**config.mk**
```make
export PLATFORM = sky130hd
export DESIGN_NAME = hard_iron_calibrated_heading_unit
export DESIGN_NICKNAME = d
export VERILOG_FILES = /design/src/rtl/hich_pkg.sv /design/src/rtl/hard_iron_calibrated_heading_unit.sv
export SDC_FILE = /design/constraint.sdc
export NUM_CORES = 1
export LEC_CHECK = 0
export BUFFER_PORTS_ARGS = -buffer_cell sky130_fd_sc_hd__buf_2
export CORE_MARGIN = 5
export CORE_UTILIZATION = 42
export CTS_BUF_LIST = sky130_fd_sc_hd__clkbuf_16
export DETAILED_ROUTE_END_ITERATION = 12
export SKIP_LAST_GASP = 1
export SLEW_MARGIN = 20
export SYNTH_ARGS = -nofsm -noshare
export SYNTH_HDL_FRONTEND = slang
export SYNTH_SLANG_ARGS = --single-unit
export TNS_END_PERCENT = 10
```
**constraint.sdc**
```tcl
create_clock -name clk -period 12 [get_ports clk]
set_clock_uncertainty 0.1 [all_clocks]
set_input_delay 3.6 -clock clk [delete_from_list [all_inputs] [get_ports clk]]
set_output_delay 3.6 -clock clk [all_outputs]
set_load 0.01 [all_outputs]
```
**src/rtl/hich_pkg.sv**
```systemverilog
// ---------------------------------------------------------------------------
// hich_pkg
// Shared types, CORDIC arctangent table and microcode ROM for the
// hard-iron calibrated heading unit.
// ---------------------------------------------------------------------------
package hich_pkg;

  localparam int DIFF_W     = 17;
  localparam int GUARD_BITS = 20;
  localparam int VEC_W      = DIFF_W + GUARD_BITS + 3;
  localparam int TABLE_FRAC = 24;
  localparam int TABLE_LEN  = 24;
  localparam int WHOLE_W    = 11;
  localparam int PC_W       = 4;

  localparam logic [1:0] REQ_HEADING = 2'd0;
  localparam logic [1:0] REQ_SEED    = 2'd1;
  localparam logic [1:0] REQ_TRACK   = 2'd2;
  localparam logic [1:0] REQ_FINISH  = 2'd3;

  typedef enum logic [3:0] {
    OP_NOP,
    OP_SEED,
    OP_TRACK,
    OP_FINISH,
    OP_LOAD,
    OP_FOLD,
    OP_ROTATE,
    OP_TRUNC,
    OP_BASE,
    OP_WRAP,
    OP_EMIT
  } op_t;

  typedef enum logic [2:0] {
    C_NEXT,
    C_JUMP,
    C_REQ,
    C_LOOP,
    C_HOLD
  } cond_t;

  typedef struct packed {
    op_t             op;
    cond_t           cond;
    logic [PC_W-1:0] target;
  } ctrl_t;

  localparam logic [PC_W-1:0] PC_HEADING = 4'd5;
  localparam logic [PC_W-1:0] PC_ROTATE  = 4'd7;
  localparam logic [PC_W-1:0] PC_EMIT    = 4'd12;

  // atan(2^-i) in degrees, 24 fraction bits
  function automatic logic [29:0] atan_tab(input logic [4:0] idx);
    logic [29:0] t;
    case (idx)
      5'd0:    t = 30'd754974720;
      5'd1:    t = 30'd445687602;
      5'd2:    t = 30'd235489089;
      5'd3:    t = 30'd119537938;
      5'd4:    t = 30'd60000934;
      5'd5:    t = 30'd30029717;
      5'd6:    t = 30'd15018523;
      5'd7:    t = 30'd7509720;
      5'd8:    t = 30'd3754917;
      5'd9:    t = 30'd1877466;
      5'd10:   t = 30'd938734;
      5'd11:   t = 30'd469367;
      5'd12:   t = 30'd234683;
      5'd13:   t = 30'd117342;
      5'd14:   t = 30'd58671;
      5'd15:   t = 30'd29335;
      5'd16:   t = 30'd14668;
      5'd17:   t = 30'd7334;
      5'd18:   t = 30'd3667;
      5'd19:   t = 30'd1833;
      5'd20:   t = 30'd917;
      5'd21:   t = 30'd458;
      5'd22:   t = 30'd229;
      5'd23:   t = 30'd115;
      default: t = 30'd0;
    endcase
    return t;
  endfunction

  function automatic ctrl_t ucode(input logic [PC_W-1:0] pc);
    ctrl_t cw;
    unique case (pc)
      4'd0:    cw = '{OP_NOP,    C_REQ,  4'd1};
      4'd1:    cw = '{OP_NOP,    C_JUMP, PC_HEADING};
      4'd2:    cw = '{OP_SEED,   C_JUMP, PC_EMIT};
      4'd3:    cw = '{OP_TRACK,  C_JUMP, PC_EMIT};
      4'd4:    cw = '{OP_FINISH, C_JUMP, PC_EMIT};
      4'd5:    cw = '{OP_LOAD,   C_NEXT, 4'd0};
      4'd6:    cw = '{OP_FOLD,   C_NEXT, 4'd0};
      4'd7:    cw = '{OP_ROTATE, C_LOOP, PC_ROTATE};
      4'd8:    cw = '{OP_TRUNC,  C_NEXT, 4'd0};
      4'd9:    cw = '{OP_BASE,   C_NEXT, 4'd0};
      4'd10:   cw = '{OP_WRAP,   C_NEXT, 4'd0};
      4'd11:   cw = '{OP_WRAP,   C_NEXT, 4'd0};
      default: cw = '{OP_EMIT,   C_HOLD, 4'd0};
    endcase
    return cw;
  endfunction

endpackage

```
**src/rtl/hard_iron_calibrated_heading_unit.sv**
```systemverilog
// ---------------------------------------------------------------------------
// hard_iron_calibrated_heading_unit
// Min/max hard-iron calibration and CORDIC compass heading, run by a
// microcoded sequencer over one shared datapath.
// ---------------------------------------------------------------------------
//  channel | dir | tdata                          | tuser
//  s_*     | in  | sample_x, sample_y             | req_type
//  m_*     | out | heading_deg, heading_valid,    | -
//          |     | offset_x_out, offset_y_out     |
//
//  Seed, track and finish words go from dispatch via their own step to emit;
//  a heading word runs load, fold, the CORDIC loop on the single shift-add
//  unit, truncate, base and wrap. One word is worked on at a time.
//  rst is synchronous; it clears extremes and offsets to zero.
//  The result register holds while m_tready is low; the next word is
//  taken once the previous one has reached it.
// ---------------------------------------------------------------------------
module hard_iron_calibrated_heading_unit #(
  parameter int CORDIC_STEPS    = 16,
  parameter int ANGLE_FRAC_BITS = 16
) (
  input  logic        clk,
  input  logic        rst,
  input  logic        s_tvalid,
  output logic        s_tready,
  input  logic [31:0] s_tdata,   // sample_x, sample_y
  input  logic [1:0]  s_tuser,   // req_type
  output logic        m_tvalid,
  input  logic        m_tready,
  output logic [47:0] m_tdata    // heading_deg, heading_valid, offset_x_out, offset_y_out, pad
);
  import hich_pkg::*;

  localparam int STEP_W = $clog2(CORDIC_STEPS);
  localparam int ZW     = ANGLE_FRAC_BITS + WHOLE_W;
  localparam int SH_DN  = (ANGLE_FRAC_BITS < TABLE_FRAC) ? TABLE_FRAC - ANGLE_FRAC_BITS : 0;
  localparam int SH_UP  = (ANGLE_FRAC_BITS > TABLE_FRAC) ? ANGLE_FRAC_BITS - TABLE_FRAC : 0;
  localparam logic [63:0] RND = (SH_DN > 0) ? (64'd1 << (SH_DN - 1)) : 64'd0;

  logic                      busy;
  logic [PC_W-1:0]           pc;
  logic [PC_W-1:0]           pc_next;
  logic [1:0]                req;
  logic signed [15:0]        sx, sy;
  logic signed [15:0]        min_x, max_x, min_y, max_y, offset_x, offset_y;
  logic signed [VEC_W-1:0]   px, py;
  logic signed [ZW-1:0]      z;
  logic [STEP_W-1:0]         step;
  logic signed [WHOLE_W-1:0] whole;
  logic [WHOLE_W-1:0]        bear;

  ctrl_t                     cw;
  logic                      last_step;
  logic                      emit_fire;
  logic signed [DIFF_W-1:0]  num, den;
  logic signed [DIFF_W-1:0]  sum_x, sum_y, adj_x, adj_y;
  logic [63:0]               ang64;
  logic signed [ZW-1:0]      ang;
  logic signed [ZW-1:0]      trunc_sum;

  assign cw        = ucode(pc);
  assign s_tready  = !busy;
  assign last_step = (step == STEP_W'(CORDIC_STEPS - 1));
  assign emit_fire = busy && (cw.op == OP_EMIT) && (!m_tvalid || m_tready);

  assign num = $signed({sx[15], sx}) - $signed({offset_x[15], offset_x});
  assign den = $signed({sy[15], sy}) - $signed({offset_y[15], offset_y});

  // midpoint, truncated toward zero
  assign sum_x = $signed({max_x[15], max_x}) + $signed({min_x[15], min_x});
  assign sum_y = $signed({max_y[15], max_y}) + $signed({min_y[15], min_y});
  assign adj_x = sum_x + $signed({16'd0, sum_x[16]});
  assign adj_y = sum_y + $signed({16'd0, sum_y[16]});

  assign ang64 = ((64'(atan_tab(5'(step))) + RND) >> SH_DN) << SH_UP;
  assign ang   = ZW'(ang64);

  assign trunc_sum = z + $signed({{WHOLE_W{1'b0}}, {ANGLE_FRAC_BITS{z[ZW-1]}}});

  always_comb begin
    unique case (cw.cond)
      C_NEXT:  pc_next = pc + PC_W'(1);
      C_JUMP:  pc_next = cw.target;
      C_REQ:   pc_next = cw.target + PC_W'(req);
      C_LOOP:  pc_next = last_step ? pc + PC_W'(1) : cw.target;
      default: pc_next = pc;
    endcase
  end

  always_ff @(posedge clk) begin
    if (rst) begin
      busy     <= 1'b0;
      pc       <= '0;
      m_tvalid <= 1'b0;
      min_x    <= '0;
      max_x    <= '0;
      min_y    <= '0;
      max_y    <= '0;
      offset_x <= '0;
      offset_y <= '0;
    end else begin
      if (m_tvalid && m_tready && !emit_fire) begin
        m_tvalid <= 1'b0;
      end
      if (!busy) begin
        if (s_tvalid) begin
          busy <= 1'b1;
          pc   <= '0;
          req  <= s_tuser;
          sx   <= s_tdata[15:0];
          sy   <= s_tdata[31:16];
        end
      end else begin
        pc <= pc_next;
        case (cw.op)
          OP_SEED: begin
            min_x <= sx;
            max_x <= sx;
            min_y <= sy;
            max_y <= sy;
          end
          OP_TRACK: begin
            if (sx > max_x) begin
              max_x <= sx;
            end else if (sx < min_x) begin
              min_x <= sx;
            end
            if (sy > max_y) begin
              max_y <= sy;
            end else if (sy < min_y) begin
              min_y <= sy;
            end
          end
          OP_FINISH: begin
            offset_x <= adj_x[16:1];
            offset_y <= adj_y[16:1];
          end
          OP_LOAD: begin
            px <= {{(VEC_W-DIFF_W-GUARD_BITS){den[DIFF_W-1]}}, den, {GUARD_BITS{1'b0}}};
            py <= {{(VEC_W-DIFF_W-GUARD_BITS){num[DIFF_W-1]}}, num, {GUARD_BITS{1'b0}}};
            z  <= '0;
          end
          OP_FOLD: begin
            step <= '0;
            if (px[VEC_W-1]) begin
              px <= -px;
              py <= -py;
              z  <= py[VEC_W-1] ? -$signed(ZW'(180) <<< ANGLE_FRAC_BITS)
                                :  $signed(ZW'(180) <<< ANGLE_FRAC_BITS);
            end
          end
          OP_ROTATE: begin
            step <= step + STEP_W'(1);
            if (py != '0) begin
              if (!py[VEC_W-1]) begin
                px <= px + (py >>> step);
                py <= py - (px >>> step);
                z  <= z + ang;
              end else begin
                px <= px - (py >>> step);
                py <= py + (px >>> step);
                z  <= z - ang;
              end
            end
          end
          OP_TRUNC: begin
            whole <= trunc_sum[ZW-1:ANGLE_FRAC_BITS];
          end
          OP_BASE: begin
            bear <= WHOLE_W'(720) - whole;
          end
          OP_WRAP: begin
            if (bear >= WHOLE_W'(360)) begin
              bear <= bear - WHOLE_W'(360);
            end
          end
          OP_EMIT: begin
            if (emit_fire) begin
              busy     <= 1'b0;
              m_tvalid <= 1'b1;
              m_tdata  <= {6'd0, offset_y, offset_x, (req == REQ_HEADING),
                           (req == REQ_HEADING) ? bear[8:0] : 9'd0};
            end
          end
          default: begin
          end
        endcase
      end
    end
  end

  a_range: assert property (@(posedge clk) disable iff (rst)
    m_tvalid |-> (m_tdata[8:0] < 9'd360))
    else $error("heading out of range");

  a_zero_heading: assert property (@(posedge clk) disable iff (rst)
    (m_tvalid && !m_tdata[9]) |-> (m_tdata[8:0] == 9'd0))
    else $error("nonzero heading on calibration word");

  a_busy: assert property (@(posedge clk) disable iff (rst)
    (s_tvalid && s_tready) |=> (busy && pc == '0))
    else $error("sequencer not started");

  a_order_x: assert property (@(posedge clk) disable iff (rst)
    min_x <= max_x)
    else $error("x extremes crossed");

  a_order_y: assert property (@(posedge clk) disable iff (rst)
    min_y <= max_y)
    else $error("y extremes crossed");

endmodule
```
### After elaboration in Yosys (flattened, before gate mapping)

Memories as Yosys holds them, arrays and structs flattened. A register that Yosys moved wholly into a read port is not among the register bits.
Index checks and enable logic that the tools add are counted.
Widths: inputs -> output; s select.

* word-level logic and storage cells: 147
* memories kept: 2
* register bits: 311
* bits in read-only memories: 656

Memory list
* (name not given): words 16, width 30, read ports 1, clocked after Yosys merged registers in 1, wr ports 0, RTL line hich_pkg.sv:56 `case (idx)`
* (name not given): words 16, width 11, read ports 1, clocked after Yosys merged registers in 1, wr ports 0, RTL line hich_pkg.sv:88 `unique case (pc)`

* mux-type cells: 41
* shift-type cells: 2
* reduce and logical (&&, ||, !) cells: 29
* $add $sub $neg: 21
* bitwise operators: 2
* order comparisons: 5
* equality and inequality tests: 24

Operator list (number)
* $mux 40: 6
* $pmux 40 s3: 2
* $pmux 16 s2: 4
* $mux 27: 4
* $mux 16: 6
* $pmux 27 s3: 1
* $add 40x40->40: 2
* $neg 40->40: 2
* $sshr 40x4->40: 2
* $sub 40x40->40: 2
* $reduce_bool 40->1: 1
* $add 16x16->17: 2
* $add 17x2->17: 2
* $sub 16x16->17: 2
* $gt 16x16->1: 2
* $lt 16x16->1: 2
* $add 30x8->31 const B: 1
* $add 27x17->27: 1
* $add 27x24->27: 1
* $sub 27x24->27: 1
* $mux 4: 6
* $pmux 11 s2: 1
* $reduce_and 4->1: 5
* $ne 2x2->1 const B: 9
* 27 further kinds: 57

### Logic depth before layout (Yosys ltp)

* word-level depth: 9
* gate-level depth with buffers: 29

### Worst setup path after synthesis

No wires, ideal clock.

* kind: input-to-reg
* start point: input rst
* end point: register px[0], enable pin
* cell stages on the path: 4
* data required time: 11427 ps
* setup time: 473 ps
* arrival time: 6475 ps
* slack: 4952 ps
* buffers on the path: 0
* path through: nor2_1 > nand3_1 > nor2_1 > o21a_1

* longest elaborated chain between the ends: 2

Ends and longest elaborated chain
* start: declaration: RTL line hard_iron_calibrated_heading_unit.sv:23 `input logic rst,`
* $not 1->1 (no line)
* $reduce_and 5->1 (no line)
* end signal: assignment: RTL line hard_iron_calibrated_heading_unit.sv:139 `px <= {{(VEC_W-DIFF_W-GUARD_BITS){den[DIFF_W-1]}}, den, {GUARD_BITS{1'b0}}};`
* end signal: assignment: RTL line hard_iron_calibrated_heading_unit.sv:146 `px <= -px;`
* end signal: assignment: RTL line hard_iron_calibrated_heading_unit.sv:156 `px <= px + (py >>> step);`
* end: declaration: RTL line hard_iron_calibrated_heading_unit.sv:46 `logic signed [VEC_W-1:0] px, py;`

No other way between the ends.
A chain may end at the register's enable or synchronous reset.

### Final worst setup path

* start point: register step[2]
* end point: register px[34], data pin

* longest elaborated chain between the ends: 5
* elaborated cells between the ends (all ways): 6
* those cells by class: 2 x add/sub; 1 x shift; 3 x mux

Ends and longest elaborated chain
* start: declaration: RTL line hard_iron_calibrated_heading_unit.sv:48 `logic [STEP_W-1:0] step;`
* start signal: assignment: RTL line hard_iron_calibrated_heading_unit.sv:153 `step <= step + STEP_W'(1);`
* $sshr 40x4->40 (*): RTL line hard_iron_calibrated_heading_unit.sv:156, hard_iron_calibrated_heading_unit.sv:160
* $add 40x40->40 / $sub 40x40->40 (equally long branches): RTL line hard_iron_calibrated_heading_unit.sv:156, hard_iron_calibrated_heading_unit.sv:160
* $mux 40 (*): RTL line hard_iron_calibrated_heading_unit.sv:155 `if (!py[VEC_W-1]) begin`
* $mux 40 (*): RTL line hard_iron_calibrated_heading_unit.sv:154 `if (py != '0) begin`
* $pmux 40 s3 (*): RTL line hard_iron_calibrated_heading_unit.sv:115 `case (cw.op)`
* end signal: assignment: RTL line hard_iron_calibrated_heading_unit.sv:139
* end signal: assignment: RTL line hard_iron_calibrated_heading_unit.sv:156
* end signal: assignment: RTL line hard_iron_calibrated_heading_unit.sv:160 `px <= px - (py >>> step);`

Every way passes the cells marked *; elsewhere a longest branch is shown, timed or not. The select of a mux whose other input is x is not followed.

==> flow_metrics.tcl <==
set metrics [dict create \
    synth_cells 3795 \
    fp-row-count 103 \
    post-route-min-period_ps 7470 \
    cts.path.max_buffers 3 \
    cts_tree "yes" \
    dr.pass1.iters 5 \
    dpl.hpwl_um 71150 \
    synth-async-reset-ratio 0 \
    final_util 0.4557 \
    antenna_found_initial 1 \
    core_area_sq_um 78740 \
    drive_gt1_frac 0.09354 \
    slew_headroom 0.2808 \
    drt_iter0_drc 2019 \
    setup_slack_ps 4530 \
    place.gp.congestion 0.9056 \
    internal-power_mw 2.228 \
    regToRegEndpoint "px[34]$_DFFE_PP_" \
    post-route-period-util 0.6225 \
    switching_share 0.2766 \
    p_comb_frac 0.148 \
    final_common_cell "nor2_1" \
    rrSetupSlack_ps 4530 \
    clock_sinks 344 \
    synth_top_area_frac 0.1886 \
    via_per_inst 5.879 \
    cts_buffers 43 \
    p_switching_mw 0.8517 \
    synth_edf_count 209 \
    slowest_delay_ps 870 \
    yosysSeqAreaShare 0.2699 \
    clkPwrFrac 0.419 \
    syn_area_sq_um 33270 \
    ys_top_cells_by_area "edfxtp_1, ha_1, dfxtp_1" \
    yosys.cell_types.count 100 \
    vias 28550 \
    cap_viol_max_count 0 \
    synth_largest_area_cell "edfxtp_1" \
    startpoint "step[2]$_DFFE_PP_" \
    worstMarginPinSlew_ps 1079 \
    post-place-cells 4776 \
    die_x_um 291.4 \
    grtUsageTotal 0.2108 \
    portBuffers 81 \
    cp_max_fo 80 \
    ys.flop_type "edfxtp_1" \
    maxSlewViolCount 0 \
    dieArea_sq_um 84940 \
    crit_type "register to register" \
    endpoint "px[34]$_DFFE_PP_" \
    hold_buffers 0 \
    whs_ps 340.4 \
    leakagePower_nw 13.87 \
    seq_power_share 0.433 \
    arrival_ps 7710 \
    n_antenna_cell 0 \
    end_kind "register" \
    rsz0062_at_grt "no" \
    p_per_area_nw_per_um2 85.82 \
    postRouteAntennaNets 0 \
    syn_to_final_growth_pct 7.853 \
    grt_pass1_vias 26930 \
    setup_tns_ps 0 \
    worstPathCellList "buf_4 > mux4_2 > mux4_2 > nor4_1 > nand3b_1 > nor3b_1 > and2_1 > a21oi_1 > xor2_1 > ha_1 > and3_1 > and2_1 > a221oi_1 > o21ai_0 > a21o_1 > a31oi_1 > o21ai_0 > nor2_1 > nor3b_1 > a311o_1" \
    h-tree-depth 2 \
    boundaryPins 88 \
    most-common-layout-cells "nor2_1, ha_1, nand2_1" \
    die_h_um 291.4 \
    dp_slack_ps 4692 \
    path_clk_slew_ps 60 \
    clk_latency_ps 590 \
    routed_wl_um 94230 \
    finalNonFillerCells 4856 \
    ys_seq_elements 344 \
    setup_violations 0 \
    routedWlPerCell_um 19.41 \
    outcome "completed" \
    start_kind "register" \
    cts-root-buf "clkbuf_16" \
    grt_pass1_wl_um 148200 \
    cts-resized-gates 0 \
    reg2reg_depth 20 \
    cts_setup_buffers 0 \
    timing.rr.start "step[2]$_DFFE_PP_" \
    hold_viol 0 \
    crit_slowest_cell "buf_4" \
    hold_class "register to register" \
    num-nets-final 4093 \
    crit_required_ps 12240 \
    syn_area_per_cell_sq_um 8.767 \
    ir_drop_v 0.0001170 \
    grt_max_degree 81 \
    drc 0 \
    overflow 0 \
    floorplan.initialDensity 0.4225 \
    fmax_ghz 0.1339 \
    ys_warn_count 0 \
]
## sequential cells by signal (all words and copies together) (netlist names), 16 cells and up, named ones only
name / count
px: 40
max_y: 16
max_x: 16
m_tdata: 42
sx: 16
py: 40
min_y: 16
sy: 16
offset_x: 16
offset_y: 16
min_x: 16
z: 27
## metrics by stage
| step | instance area [sq um] | power, mW |
|---|---|---|
| final | 35880 | 3.079 |
| after global routing | 35880 | 3.228 |
| after CTS | 35880 | 3.118 |
| after detailed placement | 34480 | 1.812 |
| after global placement | 34450 | 1.808 |
| after floorplan | 33290 | 1.689 |
## cells by family (layout without fill, tap and decap cells)
kind of cell | after synthesis | in the layout | share of synthesized area
compound gates | 962 | 962 | 0.1912
xor+xnor | 351 | 351 | 0.09240
fa+ha+maj | 284 | 284 | 0.1086
flops | 344 | 344 | 0.2699
buf+inv | 375 | 381 | 0.04709
simple gates | 1207 | 1207 | 0.1777
other cells | 1 | 6 | 0.0001127
mux | 271 | 271 | 0.1130
## layout make-up
class / count / area (sq um)
Timing Repair Buffer: 117 / 698.2
Sequential cell: 344 / 8979
Clock buffer: 45 / 1126
Clock inverter: 35 / 277.8
Inverter: 184 / 690.7
Tap cell: 1050 / 1314
Fill cell: 7713 / 42860
Multi-Input combinational cell: 3081 / 22800
## how the worst min path moves through the flow
stage | startpoint | end | slack (ps) | cells past startpoint
after floorplan | offset_x[8]$_SDFFE_PP0P_ | m_tdata[18]$_DFFE_PP_ | 310 | 0
after global placement | offset_x[8]$_SDFFE_PP0P_ | m_tdata[18]$_DFFE_PP_ | 320 | 0
after detailed placement | offset_y[14]$_SDFFE_PP0P_ | m_tdata[40]$_DFFE_PP_ | 320 | 0
after CTS | offset_y[14]$_SDFFE_PP0P_ | m_tdata[40]$_DFFE_PP_ | 340 | 0
after global routing | offset_y[9]$_SDFFE_PP0P_ | m_tdata[35]$_DFFE_PP_ | 350 | 0
final | offset_y[14]$_SDFFE_PP0P_ | m_tdata[40]$_DFFE_PP_ | 340 | 0
## critical path, delay by kind of cell (launching register included)
| kind | cells | cell delay [ps] |
|---|---|---|
| simple gates | 8 | 2100 |
| compound gates | 7 | 1750 |
| fa+ha+maj | 1 | 340 |
| flops | 1 | 700 |
| xor+xnor | 1 | 190 |
| mux | 2 | 1140 |
| buf+inv | 1 | 870 |
## synthesized netlist by cell type, drive strengths merged (11+ instances only)
cell / instances
edfxtp: 209
nand2: 261
o211ai: 26
a21oi: 227
nand4: 43
a221oi: 18
mux2: 49
a31o: 14
xnor2: 195
xor2: 156
o21bai: 19
a22oi: 26
nor2: 362
nor2b: 57
o21ai: 185
o221ai: 12
ha: 276
dfxtp: 135
mux2i: 146
a21o: 88
a21boi: 11
nor4: 31
and3: 41
nand2b: 91
buf: 70
o22ai: 53
mux4: 76
and2: 36
nor3: 96
o21a: 46
a31oi: 45
a311oi: 11
clkbuf: 121
or2: 20
a211o: 13
nand3: 77
o41ai: 11
or3: 38
a211oi: 49
inv: 182
or4: 11
## metal layers
layer | wire (um) | track usage
met5 | 0 | 0
met4 | 2868 | 0.06211
met3 | 4667 | 0.02831
met2 | 44100 | 0.3559
met1 | 42600 | 0.2835
## power groups by stage
stage / Sequential, mW / Clock (mW) / Combinational, mW
after CTS: 1.33 / 1.33 / 0.457
after global routing: 1.34 / 1.38 / 0.513
after detailed placement: 1.36 / 0 / 0.455
after global placement: 1.36 / 0 / 0.451
after floorplan: 1.34 / 0 / 0.351
final: 1.33 / 1.29 / 0.457
Power figures use the tool's default switching activity.
